File: src/hdl/dmt_pkg.sv
// Shared types, codes and sizes for the device MAC table.
`timescale 1ns / 1ps

package dmt_pkg;

    localparam int MAX_DEVICES_DEF = 16;

    localparam int MAC_W   = 64;
    localparam int BYTE_W  = 8;
    localparam int FUNC_W  = 2;
    localparam int KIND_W  = 2;
    localparam int SLOT_W  = 4;
    localparam int COUNT_W = 5;

    localparam logic [FUNC_W-1:0] FUNC_JOIN   = 2'd0;
    localparam logic [FUNC_W-1:0] FUNC_SET_ON = 2'd1;
    localparam logic [FUNC_W-1:0] FUNC_UPDATE = 2'd2;
    localparam logic [FUNC_W-1:0] FUNC_IGNORE = 2'd3;

    localparam logic [KIND_W-1:0] KIND_REPORT = 2'd0;
    localparam logic [KIND_W-1:0] KIND_ACK    = 2'd1;
    localparam logic [KIND_W-1:0] KIND_FULL   = 2'd2;

    typedef struct packed {
        logic [MAC_W-1:0]  mac;
        logic [BYTE_W-1:0] bri;
        logic [BYTE_W-1:0] rat;
        logic [BYTE_W-1:0] pwr;
    } entry_t;

endpackage

File: src/hdl/device_mac_table_core.sv
// Device MAC table: lookup, append and update of end-device entries.
//
//   channel  direction  handshake             payload
//   req      in         req_valid, req_stall  func, dev_mac, brightness, ratio, power_state
//   rsp      out        rsp_valid, rsp_stall  kind, slot, entry_mac, entry_brightness,
//                                             entry_ratio, entry_power, online_count, last
//
// One item at a time: a new item is accepted only in the idle state. Each item walks the
// entries held in order (one read and one compare per entry); on a miss the miss state
// follows, then one or two results, or none for an ignored item or a missed set or update.
// Reset clears the entry count, the state and the result valid flag; the memory needs no clearing pass.
// A stalled result holds in the output register; the next item may be
// accepted while it waits, but its own results wait for the register.
`timescale 1ns / 1ps

module device_mac_table_core #(
    parameter int MAX_DEVICES = dmt_pkg::MAX_DEVICES_DEF
) (
    input  logic                          clk,
    input  logic                          rst_n,
    input  logic                          req_valid,
    output logic                          req_stall,
    input  logic [dmt_pkg::FUNC_W-1:0]    func,
    input  logic [dmt_pkg::MAC_W-1:0]     dev_mac,
    input  logic [dmt_pkg::BYTE_W-1:0]    brightness,
    input  logic [dmt_pkg::BYTE_W-1:0]    ratio,
    input  logic [dmt_pkg::BYTE_W-1:0]    power_state,
    output logic                          rsp_valid,
    input  logic                          rsp_stall,
    output logic [dmt_pkg::KIND_W-1:0]    kind,
    output logic [dmt_pkg::SLOT_W-1:0]    slot,
    output logic [dmt_pkg::MAC_W-1:0]     entry_mac,
    output logic [dmt_pkg::BYTE_W-1:0]    entry_brightness,
    output logic [dmt_pkg::BYTE_W-1:0]    entry_ratio,
    output logic [dmt_pkg::BYTE_W-1:0]    entry_power,
    output logic [dmt_pkg::COUNT_W-1:0]   online_count,
    output logic                          last
);
    import dmt_pkg::*;

    localparam int IDX_W = (MAX_DEVICES > 1) ? $clog2(MAX_DEVICES) : 1;
    localparam int CNT_W = $clog2(MAX_DEVICES + 1);
    localparam logic [CNT_W-1:0] CNT_FULL = CNT_W'(MAX_DEVICES);

    localparam logic [2:0] ST_IDLE = 3'd0;
    localparam logic [2:0] ST_RD   = 3'd1;
    localparam logic [2:0] ST_CMP  = 3'd2;
    localparam logic [2:0] ST_MISS = 3'd3;
    localparam logic [2:0] ST_EMIT = 3'd4;

    logic [2:0]        state_reg, state_next;
    logic [IDX_W-1:0]  idx_reg, idx_next;
    logic [CNT_W-1:0]  total_reg, total_next;
    logic [FUNC_W-1:0] func_reg;
    entry_t            req_reg;
    logic [KIND_W-1:0] res_kind_reg, res_kind_next;
    logic [IDX_W-1:0]  res_slot_reg, res_slot_next;
    entry_t            res_reg, res_next;
    logic              res_two_reg, res_two_next;

    logic              rsp_valid_reg;
    logic [KIND_W-1:0] kind_reg;
    logic [SLOT_W-1:0] slot_reg;
    entry_t            out_reg;
    logic [COUNT_W-1:0] count_reg;
    logic              last_reg;

    logic              accept;
    logic              out_free;
    logic              load_out;
    logic              ram_we;
    logic [IDX_W-1:0]  ram_waddr;
    entry_t            ram_wdata;
    entry_t            rd_entry;
    logic [CNT_W-1:0]  idx_ext;
    logic [IDX_W+SLOT_W-1:0]  slot_wide;
    logic [CNT_W+COUNT_W-1:0] count_wide;

    dmt_entry_ram #(
        .DEPTH (MAX_DEVICES),
        .AW    (IDX_W)
    ) u_ram (
        .clk   (clk),
        .we    (ram_we),
        .waddr (ram_waddr),
        .wdata (ram_wdata),
        .re    (state_reg == ST_RD),
        .raddr (idx_reg),
        .rdata (rd_entry)
    );

    assign req_stall = (state_reg != ST_IDLE);
    assign accept    = req_valid && !req_stall;
    assign out_free  = !rsp_valid_reg || !rsp_stall;
    assign load_out  = (state_reg == ST_EMIT) && out_free;
    assign idx_ext   = CNT_W'(idx_reg);

    always_comb
    begin
        state_next    = state_reg;
        idx_next      = idx_reg;
        total_next    = total_reg;
        res_kind_next = res_kind_reg;
        res_slot_next = res_slot_reg;
        res_next      = res_reg;
        res_two_next  = res_two_reg;
        ram_we        = 1'b0;
        ram_waddr     = idx_reg;
        ram_wdata     = rd_entry;
        case (state_reg)
            ST_IDLE:
            begin
                idx_next = '0;
                if (accept && func != FUNC_IGNORE)
                begin
                    state_next = (total_reg == '0) ? ST_MISS : ST_RD;
                end
            end
            ST_RD:
            begin
                state_next = ST_CMP;
            end
            ST_CMP:
            begin
                if (rd_entry.mac == req_reg.mac)
                begin
                    state_next    = ST_EMIT;
                    res_slot_next = idx_reg;
                    res_two_next  = 1'b0;
                    if (func_reg == FUNC_JOIN)
                    begin
                        res_kind_next = KIND_ACK;
                        res_next      = rd_entry;
                    end
                    else
                    begin
                        res_kind_next = KIND_REPORT;
                        ram_we        = 1'b1;
                        ram_wdata.pwr = req_reg.pwr;
                        if (func_reg == FUNC_UPDATE)
                        begin
                            ram_wdata.bri = req_reg.bri;
                            ram_wdata.rat = req_reg.rat;
                        end
                        res_next = ram_wdata;
                    end
                end
                else if (idx_ext + 1'b1 == total_reg)
                begin
                    state_next = ST_MISS;
                end
                else
                begin
                    idx_next   = idx_reg + 1'b1;
                    state_next = ST_RD;
                end
            end
            ST_MISS:
            begin
                if (func_reg != FUNC_JOIN)
                begin
                    state_next = ST_IDLE;
                end
                else if (total_reg == CNT_FULL)
                begin
                    state_next    = ST_EMIT;
                    res_kind_next = KIND_FULL;
                    res_slot_next = '0;
                    res_next      = '0;
                    res_two_next  = 1'b0;
                end
                else
                begin
                    state_next    = ST_EMIT;
                    ram_we        = 1'b1;
                    ram_waddr     = total_reg[IDX_W-1:0];
                    ram_wdata     = req_reg;
                    total_next    = total_reg + 1'b1;
                    res_kind_next = KIND_REPORT;
                    res_slot_next = total_reg[IDX_W-1:0];
                    res_next      = req_reg;
                    res_two_next  = 1'b1;
                end
            end
            ST_EMIT:
            begin
                if (out_free)
                begin
                    if (res_two_reg)
                    begin
                        res_two_next  = 1'b0;
                        res_kind_next = KIND_ACK;
                    end
                    else
                    begin
                        state_next = ST_IDLE;
                    end
                end
            end
            default:
            begin
                state_next = ST_IDLE;
            end
        endcase
    end

    always_ff @(posedge clk or negedge rst_n)
    begin
        if (!rst_n)
        begin
            state_reg     <= ST_IDLE;
            total_reg     <= '0;
            rsp_valid_reg <= 1'b0;
        end
        else
        begin
            state_reg <= state_next;
            total_reg <= total_next;
            if (load_out)
            begin
                rsp_valid_reg <= 1'b1;
            end
            else if (!rsp_stall)
            begin
                rsp_valid_reg <= 1'b0;
            end
        end
    end

    always_ff @(posedge clk)
    begin
        idx_reg      <= idx_next;
        res_kind_reg <= res_kind_next;
        res_slot_reg <= res_slot_next;
        res_reg      <= res_next;
        res_two_reg  <= res_two_next;
        if (accept)
        begin
            func_reg    <= func;
            req_reg.mac <= dev_mac;
            req_reg.bri <= brightness;
            req_reg.rat <= ratio;
            req_reg.pwr <= power_state;
        end
    end

    assign slot_wide  = {{SLOT_W{1'b0}}, res_slot_reg};
    assign count_wide = {{COUNT_W{1'b0}}, total_reg};

    // result mac is always the item's mac: a hit matches it exactly
    always_ff @(posedge clk)
    begin
        if (load_out)
        begin
            kind_reg    <= res_kind_reg;
            slot_reg    <= slot_wide[SLOT_W-1:0];
            out_reg.mac <= req_reg.mac;
            out_reg.bri <= res_reg.bri;
            out_reg.rat <= res_reg.rat;
            out_reg.pwr <= res_reg.pwr;
            count_reg   <= count_wide[COUNT_W-1:0];
            last_reg    <= !res_two_reg;
        end
    end

    assign rsp_valid        = rsp_valid_reg;
    assign kind             = kind_reg;
    assign slot             = slot_reg;
    assign entry_mac        = out_reg.mac;
    assign entry_brightness = out_reg.bri;
    assign entry_ratio      = out_reg.rat;
    assign entry_power      = out_reg.pwr;
    assign online_count     = count_reg;
    assign last             = last_reg;

endmodule

File: src/hdl/dmt_entry_ram.sv
// Entry memory: one write port, one read port, registered read data.
`timescale 1ns / 1ps

module dmt_entry_ram #(
    parameter int DEPTH = dmt_pkg::MAX_DEVICES_DEF,
    parameter int AW    = 4
) (
    input  logic            clk,
    input  logic            we,
    input  logic [AW-1:0]   waddr,
    input  dmt_pkg::entry_t wdata,
    input  logic            re,
    input  logic [AW-1:0]   raddr,
    output dmt_pkg::entry_t rdata
);
    import dmt_pkg::*;

    entry_t mem [DEPTH];
    entry_t rdata_reg;

    always_ff @(posedge clk)
    begin
        if (we)
        begin
            mem[waddr] <= wdata;
        end
    end

    always_ff @(posedge clk)
    begin
        if (re)
        begin
            rdata_reg <= mem[raddr];
        end
    end

    assign rdata = rdata_reg;

endmodule

File: config.mk
export PLATFORM = sky130hd
export DESIGN_NAME = device_mac_table_core
export DESIGN_NICKNAME = d
export VERILOG_FILES = /design/src/hdl/dmt_pkg.sv /design/src/hdl/device_mac_table_core.sv /design/src/hdl/dmt_entry_ram.sv
export SDC_FILE = /design/constraint.sdc
export NUM_CORES = 2
export LEC_CHECK = 0
export BUFFER_PORTS_ARGS = -buffer_cell sky130_fd_sc_hd__buf_2
export CAP_MARGIN = 10
export CORE_MARGIN = 5
export CORE_UTILIZATION = 40
export DETAILED_ROUTE_END_ITERATION = 10
export GPL_ROUTABILITY_DRIVEN = 0
export PLACE_DENSITY = 0.57
export SYNTH_ARGS = -nofsm -noshare
export SYNTH_HDL_FRONTEND = slang
export SYNTH_SLANG_ARGS = --single-unit
File: constraint.sdc
create_clock -name clk -period 7.2 [get_ports clk]
set_clock_uncertainty 0.15 [all_clocks]
set_input_delay 0.72 -clock clk [delete_from_list [all_inputs] [get_ports clk]]
set_output_delay 0.72 -clock clk [all_outputs]
set_load 0.05 [all_outputs]
==> impl_results.md <==
* Outcome: complete, no violations
* Global-route wire length before repair at 226,000 µm
* Synth area leaders: edfxtp_1 79%, mux4_2 15%, nand2_1 1.4%, xnor2_1 0.95%, buf_2 0.37%
* Die Span X at 414 µm
* Critical path's slowest cell: a21oi_4
* Seq pwr share at 0.462
* Post-Syn Area at 65,100 µm²
* Max VDD drop at 301 µV
* Met2 Use GR at 0.319
* Final Cycle Share at 0.713
* FF-to-FF End: u_ram.mem[10][61]
* # rows at 148
* Critical path's largest stage delay at 1.01 ns
* Register area at 51,900 µm²
* Worst-skew pair later-pin latency at ~0.80 ns
* Die area at 171,000 µm²
* Fillcell total at 13,201
* Maximum clock path buffer count at 3
* Synth cell types at 51
* Multi-input gate area at 12,800 µm²
* Clk pin slew, worst setup/hold paths at approximately 0.060 ns
* Initial antenna violation count at 10
* Final worst path period need at 5.14 ns
* Routed wire length per instance at 28.6 µm
* Leak pwr at 0.0237 µW
* CTS buffer count at 170
* Most frequent cell after synthesis: edfxtp_1
* Setup TNS at 0 ns
* WP data arrival at 5.45 ns
* Logic pwr share at 0.244
* Largest net degree at the start of global routing at around 140
* Tightest Pin Transition at 1.29 ns
* Setup Slack @ Placement at 2.07 ns
* Power Density at 394 nW/µm²
* Gr ovfl total at 0
* Htree depth at 4
* Ys Warns at 0
* Internal power at 21,200 µW
* Nets@finish at 3,251
* Vias at 29,670
* Worst Path Buf+Inv at 3
* TritonCTS clock tree: built
* Largest register FFs at 1,408
* Required time of the critical path at between 7 and 8 ns
* Final worst slack at 2.06 ns
* Critical Path End Type: flip-flop
* Crit path kind: reg -> reg
* CTS sink cnt at 1,730
* F_max at ~190 MHz
* PostCTS Resize Cnt at 0
* CP startpoint: total_reg[0]
* Seq/Total Area, Yosys at 0.797
* Gate Count Post-Synth at 2,769
* Worst setup endpoint: u_ram.mem[10][61]
* Clock root cell: clkbuf_16
* Synth cell count leaders: 1,721 x edfxtp_1, 440 x mux4_2, 242 x nand2_1
* Syn nets at between 2,000 and 3,000
* Global route hottest layer: met2
* Crit Path Max Fanout at 69
* Largest delay share family, worst path: buffers and inverters
* Via density at 5.43
* Drt pass-1 iters at 5
* Synthesized flop and latch total at 1,730
* Largest area contributor in the netlist: edfxtp_1
* Sw Ratio at 0.286
* N_diodes at 0
* Max-slew violations at 0
* Yosys top cell area share at 0.793
* Met1 Usage GRT at 0.243
* MaxCap Viol Count at 0
* Layout overhead on the synthesized area at 15.8%
* Class of the worst hold path: in -> reg
* WP depth at 9
* Vias in the first global route at 31,279
* Layout cells sized above 1 at 0.301
* Antenna Nets Post-Route at 0
* Setup violators final at 0
* Crit-path cells: inv_1, ha_1, nand3_1, nand2_1, nor3_4, buf_4, nand3_1, a21oi_4, buf_4
* DRC errors left at 0
* Reg2reg path depth at 9
* Kind of start point of the critical path: flip-flop
* Mean Syn Cell Area at roughly 24 µm²
* Async SR Flop Fraction at 0.00520
* CORE AREA at 162,000 µm²
* Port Buffer Count at 195
* Top FF cell, synth: edfxtp_1
* GRT met3 Usage at 0.0285
* Starting DRT DRC Count at approximately 3,000
* P_sw at 8510 µW
* RSZ-0062 raised after global routing: no
* DP HPWL at 89,700 µm
* Number of synthesized flops with an enable pin at 1,721
* Max-slew headroom at 0.138
* Io pins at 196
* Final hold vios at 0
* Height of the die at 414 µm
* GRT Util Overall at 0.184
* Starting density of the core at 0.401
* Worst r2r src: total_reg[0]
* Clock network power share at 0.294
* Total wire length at approximately 160,000 µm
* Reg2reg setup slack at 2.06 ns
## power by group through the flow
| stage | Combinational (µW) | Sequential [µW] | Clock (µW) |
|---|---|---|---|
| floorplan | 4950 | 13900 | 0 |
| global placement | 7180 | 13900 | 0 |
| detailed placement | 7340 | 13900 | 0 |
| CTS | 7390 | 13700 | 8950 |
| global route | 7790 | 13800 | 9400 |
| finish | 7270 | 13700 | 8730 |
## metrics by stage
stage	cells	power [µW]	instance area [µm²]	util	hold WS, ns
global placement	5074	21100	69100	0.426	0.262
CTS	5461	30100	75400	0.464	0.000843
detailed placement	5074	21300	69100	0.426	0.256
global route	5464	31000	75500	0.465	0.00472
finish	5464	29700	75500	0.465	0.0742
floorplan	2769	18800	65200	-	0.250
## logic make-up after synthesis
group | after synthesis | share of synthesized area
and+or+nand+nor | 316 | 0.0210
adders and majority gates | 3 | 0.000576
buffers and inverters | 129 | 0.00901
DFF | 1730 | 0.797
muxes | 466 | 0.157
AOI/OAI and AO/OA | 52 | 0.00572
xor gates and xnor gates | 73 | 0.00981
## worst reg2reg max path, cell delays in order, from the launching register on
cell     delay, ns
dfrtp_1       0.59
inv_1         0.18
ha_1          0.26
nand3_1       0.24
nand2_1       0.18
nor3_4        0.22
buf_4         0.93
nand3_1       0.60
a21oi_4       1.01
buf_4         0.47
## worst min path at each step
stage / end / depth (start not counted) / slack, ns / startpoint
after detailed placement: entry_ratio[4] / 0 / 0.26 / res_reg[12]
after CTS: req_reg[69] / 1 / 0.0008 / dev_mac[45]
after global routing: req_reg[69] / 1 / 0.005 / dev_mac[45]
after global placement: entry_power[6] / 0 / 0.26 / res_reg[6]
final: req_reg[57] / 1 / 0.07 / dev_mac[33]
after floorplan: entry_brightness[0] / 0 / 0.25 / res_reg[16]
## layer usage
metal	up-vias	part of all wire	routed length, µm
met1	16158	0.41	63500
met5	-	0	0
li1	12404	-	-
met4	0	0.023	3580
met2	902	0.52	81500
met3	206	0.050	7750
## cell usage in the layout (no fill, tap or decap), drive strengths merged, types with 3 or more instances in the layout
cell type,count
inv,15
nor2b,3
o21ai,13
nand4,21
nor2,25
dfrtp,9
dlygate4sd3,80
xnor2,71
clkinvlp,7
edfxtp,1721
nand2,242
a22o,17
nor3,5
mux2,25
mux4,440
a21oi,12
bufinv,16
buf,256
ha,3
nand3,6
clkinv,78
nor4,5
clkbuf,197
## layout make-up
class                      count  area share
clock buffer                 197      0.0588
clock inverter               110      0.0141
inverter                       6    0.000298
multi-input combinational    910       0.170
sequential                  1730       0.688
tap                         2175      0.0361
timing repair buffer         336      0.0328
## timing repair
item,in CTS,in global routing
endpoints found under the hold margin,88,0
hold buffers,80,0
buffers inserted,0,0
Note: power is estimated with default switching activity, not from simulation.
